--- src/rtl/core/vmis_display.sv ---
// ----------------------------------------------------------------------------
// vmis_display
// 32 rows of 64 pixels, one row read and one written per cycle, with a
// per-row valid bit so reset and screen clear take effect at once
// ----------------------------------------------------------------------------
module vmis_display (
    input  logic        clk,
    input  logic        rst_n,
    input  logic        clear,
    input  logic        we,
    input  logic [4:0]  waddr,
    input  logic [63:0] wdata,
    input  logic [4:0]  raddr,
    output logic [63:0] rdata
);
    logic [63:0] rows [32];
    logic [31:0] valid_reg;
    logic [63:0] raw_q;
    logic        vld_q;

    always_ff @(posedge clk or negedge rst_n)
    begin
        if (!rst_n)
        begin
            valid_reg <= '0;
            vld_q     <= 1'b0;
        end
        else
        begin
            vld_q <= valid_reg[raddr] && !clear;
            if (clear)
                valid_reg <= '0;
            else if (we)
                valid_reg[waddr] <= 1'b1;
        end
    end

    always_ff @(posedge clk)
    begin
        if (we)
            rows[waddr] <= wdata;
        raw_q <= rows[raddr];
    end

    assign rdata = vld_q ? raw_q : 64'd0;

endmodule
--- config.mk ---
export PLATFORM = sky130hd
export DESIGN_NAME = vmis_display
export DESIGN_NICKNAME = d
export VERILOG_FILES = /design/src/rtl/core/vmis_display.sv
export SDC_FILE = /design/constraint.sdc
export NUM_CORES = 2
export LEC_CHECK = 0
export ABC_AREA = 1
export ABC_CLOCK_PERIOD_IN_PS = 2200
export BUFFER_PORTS_ARGS = -buffer_cell sky130_fd_sc_hd__buf_2
export CORE_ASPECT_RATIO = 1.1
export CORE_UTILIZATION = 30
export CTS_BUF_LIST = sky130_fd_sc_hd__clkbuf_2 sky130_fd_sc_hd__clkbuf_4 sky130_fd_sc_hd__clkbuf_8
export CTS_CLUSTER_DIAMETER = 50
export CTS_CLUSTER_SIZE = 20
export DETAILED_ROUTE_END_ITERATION = 8
export GPL_TIMING_DRIVEN = 1
export PLACE_DENSITY = 0.49
export SLEW_MARGIN = 40
export SYNTH_ARGS = -nofsm -noshare
export SYNTH_HDL_FRONTEND = slang
export SYNTH_SLANG_ARGS = --single-unit
--- constraint.sdc ---
create_clock -name clk -period 2.2 [get_ports clk]
set_clock_uncertainty 0.1 [all_clocks]
set_input_delay 0.11 -clock clk [delete_from_list [all_inputs] [get_ports clk]]
set_output_delay 0.11 -clock clk [all_outputs]
set_load 0.03 [all_outputs]
* After elaboration in Yosys (flattened, before gate mapping) *
Memories as Yosys holds them, arrays and structs flattened. A register that Yosys moved wholly into a read port is not among the register bits.
Cells that the tools add are included.

word-level totals
  register bits after elaboration = 33
  bits in latches = 0
  RAM bits = 2048
  ROM bits = 0
  bits of input ports = 78
  output and inout port bits = 64
  word-level logic and storage cells = 20
  memories = 1

memories
  memory  words  width  read ports  clocked after Yosys merged registers in  wr ports  line  text
  rows    32     64     1           1                                        1         16    logic [63:0] rows [32];

cells by class
  add/subtract/negate cells = 0
  multipliers = 0
  divide/modulo/power cells = 0
  $lt $le $gt $ge = 3
  equal/unequal tests = 0
  shifts and indexed selects = 0
  multiplexer cells = 9
  bitwise operators = 1
  reductions and logical operators = 4

operators with widths
  cell                number
  $mux 32             2
  $mux 64             1
  $or 32x32->32       1
  $lt 5x6->1 const B  2
  $bmux 1 s5          1
  $demux 1 s5         1
  $ge 5x1->1 const B  1
  $mux 1              4
  $logic_and 1x1->1   2
  $reduce_bool 2->1   1
  $logic_not 1->1     1

* Longest topological paths before layout *
  depth after elaboration = 7
  mapped depth = 13
  gate-level depth less buffers = 9

* Least setup slack after synthesis *
Ideal clock, no wire load.

  kind = input-to-reg
  from = in waddr[0]
  to = mem rows[13][0], enable pin
  setup time = 0.488 ns
  arrival time = 3.172 ns
  data required time = 1.612 ns
  setup slack = -1.559 ns
  stages on the path = 4
  path buffers = 0
  cells stage by stage = inv_1 -> nor3_1 -> inv_1 -> nor2_1

RTL lines
  what         line  text
  from (decl)  11    input logic [4:0] waddr,
  to (decl)    16

No word-level cell before the write port.

* Final worst setup path *
  from = reg vld_q
  to = out rdata[56]

between the ends
  cells in the longest elaborated chain, start to end = 1

ends and longest elaborated chain
  what                    line  text
  from (decl)             19    logic vld_q;
  from (signal assigned)  30    vld_q <= valid_reg[raddr] && !clear;
  $mux 64                 45    assign rdata = vld_q ? raw_q : 64'd0;
  to (decl)               14    output logic [63:0] rdata

No other way between the ends.

==> results.json <==
{
  "critical-path-top-cell-by-count": "sky130_fd_sc_hd__buf_12",
  "post_synth_xor_area_fraction_pct": 0,
  "cp_data_required_time_ns": 1.99,
  "yosys-mux-area-fraction_pct": 0,
  "grt_use_total_pct": 19.1,
  "max-cap-violations": 0,
  "hold_viol": 0,
  "area_delta_synth_final_pct": 19.1,
  "dpl_worst_slack_ns": -0.0551,
  "synth_edf_count": 2048,
  "dpl.hpwl_um": 157000,
  "final_nets": 7584,
  "global_route.overflow_total": 0,
  "vias": 56904,
  "worst_slew_margin_rel_pct": 45.9,
  "detail_route.first_pass.iterations": 7,
  "final.period_utilization_pct": 114,
  "violation_count_after_the_first_detailed_routing_iteration": 5655,
  "yosys.cell_count.top_type": "sky130_fd_sc_hd__nand2_1",
  "place.gp.congestion": 0.782,
  "netlist_top_cells_count": "2437 x sky130_fd_sc_hd__nand2_1, 2048 x sky130_fd_sc_hd__edfxtp_1, 1709 x sky130_fd_sc_hd__nand3_1",
  "post_route_cells_drive_above_1_share_pct": 14.2,
  "post_synth_and_or_nand_nor_area_fraction_pct": 21.4,
  "max-clock-path-buffers": 3,
  "post_synthesis_cell_area_um2": 85200,
  "nFillCells": 27343,
  "synth-main-ff-cell": "sky130_fd_sc_hd__edfxtp_1",
  "effective_utilization_at_floorplan_pct": 30.3,
  "timing.hold.ws_ns": 0.0630,
  "synthDominantAreaCellType": "sky130_fd_sc_hd__edfxtp_1",
  "cp_slowest_stage_delay_ns": 0.53,
  "die-area_um2": 286000,
  "clk_transition_reported_paths_ns": 0.09,
  "power.leakage_nw": 36.5,
  "timing.setup.critical_path_class": "flip-flop to output pin",
  "wl_per_cell_um": 24.4,
  "clock_sinks": 2145,
  "combinational_family_with_the_most_area_after_synthesis": "simple AND/OR/NAND/NOR gates",
  "dieWidth_um": 510,
  "insertion_delay_ns": 1.06,
  "ys_async_sr_fraction_pct": 1.54,
  "fin_ws_ns": -0.307,
  "power.ir.vdd_worst_mv": 0.710,
  "fmaxAchievable_mhz": 399,
  "fp-row-count": 204,
  "crit_arrival_ns": 2.30,
  "synth.net_count": 7136,
  "multiInputGateArea_um2": 19300,
  "path_buf_inv": 5,
  "worst_setup_path_end_kind": "output pin",
  "fp.coreArea_um2": 282000,
  "synth_area_per_cell_um2": 12.1,
  "final.setup.tns_ns": -15.77,
  "numPortBuffers": 141,
  "vertical_die_dimension_um": 561,
  "post_route_ant_nets": 0,
  "clock_tree.htree_level_count": 4,
  "clk_root_buffer_cell": "sky130_fd_sc_hd__clkbuf_8",
  "dpl.cell_count": 10819,
  "path_max_fanout": 7,
  "postRouteWirelength_um": 279000,
  "yosys_warnings": 0,
  "worst_setup_path_start_kind": "flip-flop",
  "netlist-cell-type-count": 20,
  "grt_max_degree": 82,
  "final_setup_violations": 64,
  "ys_top_cells_by_area": "sky130_fd_sc_hd__edfxtp_1 72%, sky130_fd_sc_hd__nand2_1 11%, sky130_fd_sc_hd__nand3_1 10%",
  "timing_max_transition_violations_final": 0,
  "drt-vias-per-instance": 4.98,
  "synthAdderAreaFrac_pct": 0,
  "first_global_vias": 55640,
  "outcome": "finished with violations",
  "violations_in_the_final_reports": "setup timing",
  "timing.hold.worst.class": "input port to flip-flop",
  "synth.top_cell.area_share_pct": 72.2,
  "largest_reg_flops": 2048,
  "grt_pass1_wl_um": 400000,
  "p_per_area_nw_per_um2": 821,
  "number_of_cts_inserted_buffers": 232,
  "register_area_um2": 63600,
  "final_core_util_pct": 36.0,
  "cpLargestDelayFamily": "buffers and inverters",
  "crit_path_slowest_cell": "sky130_fd_sc_hd__dfrtp_4",
  "cp_cell_sequence": "buf_12 -> buf_12 -> buf_16 -> nand2_4 -> inv_1 -> buf_6",
  "clock_tree_from_tritoncts": "built",
  "ys_ff_latch": 2145,
  "gate_count_after_technology_mapping": 7058,
  "boundaryPins": 142,
  "synth-compound-area-share_pct": 0.668,
  "rsz0062_at_grt": "true",
  "timing_worst_slew_pin_value_ns": 0.809,
  "initial_antenna_violation_count": 8,
  "synth_seq_area_share_pct": 74.7,
  "finalWorstPathRequiredPeriod_ns": 2.51,
  "r2r_setup_slack_ns": 0.11,
  "fin_cells": 11425,
  "post-route-drc-count": 0
}
path summary, 6_finish.rpt:
| check | start | endpoint | cells past startpoint |
|---|---|---|---|
| max in group asynchronous | rst_n | valid_reg[5]$_DFFE_PN0P_ | 5 |
| min in group asynchronous | rst_n | vld_q$_DFF_PN0_ | 4 |
| max reg2reg | rows[5][53]$_DFFE_PP_ | raw_q[53]$_DFF_P_ | 8 |
| min reg2reg | valid_reg[5]$_DFFE_PN0P_ | valid_reg[5]$_DFFE_PN0P_ | 2 |
| max | vld_q$_DFF_PN0_ | rdata[56] | 6 |
| min | wdata[21] | rows[15][21]$_DFFE_PP_ | 2 |
metal layers:
layer | routed length, um | GRT usage (%) | vias to the layer above
li1 | - | - | 25773
met1 | 122000 | 26.6 | 28775
met2 | 132000 | 31.2 | 1957
met3 | 17400 | 2.49 | 397
met4 | 6750 | 5.06 | 2
met5 | 11 | 0 | -
stage by stage:
step           total power [mW]  cell area [um^2]
2_1_floorplan              49.4             85200
3_3_place_gp               52.4             93300
3_5_place_dp               52.4             93300
4_1_cts                    83.9            101000
5_1_grt                    86.0            101000
6_report                   83.3            101000
layout make-up:
class	count	share of cell area [%]
well taps	3708	4.57
repair buffers	668	7.68
diodes	3	0.00740
inverters	87	0.391
clock buffers	259	3.38
flip-flops and latches	2145	62.7
repair inverters	2	0.0222
clock inverters	183	2.17
multi-input cells	4370	19.1
kinds of logic after synthesis:
kind of cell,count (synthesis)
AO/OA/AOI/OAI,105
flip-flops,2145
buffers and inverters,543
AND/OR/NAND/NOR,4265
what timing repair did:
action,4_1_cts,5_1_grt
cloned,3,5
gates resized for setup,180,79
setup buffers,7,2
pin swaps,2,6
hold endpoints to repair,3357,40
hold buffers,143,2
setup endpoints to repair,64,66
report_power, final:
group | internal [mW] | total [mW] | leakage [nW] | switching [mW]
sequential | 45.3 | 45.6 | 19.4 | 0.320
clock | 14.5 | 31.2 | 2.83 | 16.8
combinational | 2.01 | 6.47 | 14.3 | 4.45
cell usage in the layout (no fill, tap or decap), types with 64 or more instances in the layout:
master                          count
sky130_fd_sc_hd__nand2_1         2391
sky130_fd_sc_hd__edfxtp_1        2048
sky130_fd_sc_hd__nand3_1         1709
sky130_fd_sc_hd__clkbuf_8         238
sky130_fd_sc_hd__buf_4            213
sky130_fd_sc_hd__buf_12           182
sky130_fd_sc_hd__dlygate4sd3_1    126
sky130_fd_sc_hd__buf_2             88
sky130_fd_sc_hd__nor2_1            66
sky130_fd_sc_hd__dfxtp_1           64
Power figures use the tool's default switching activity.
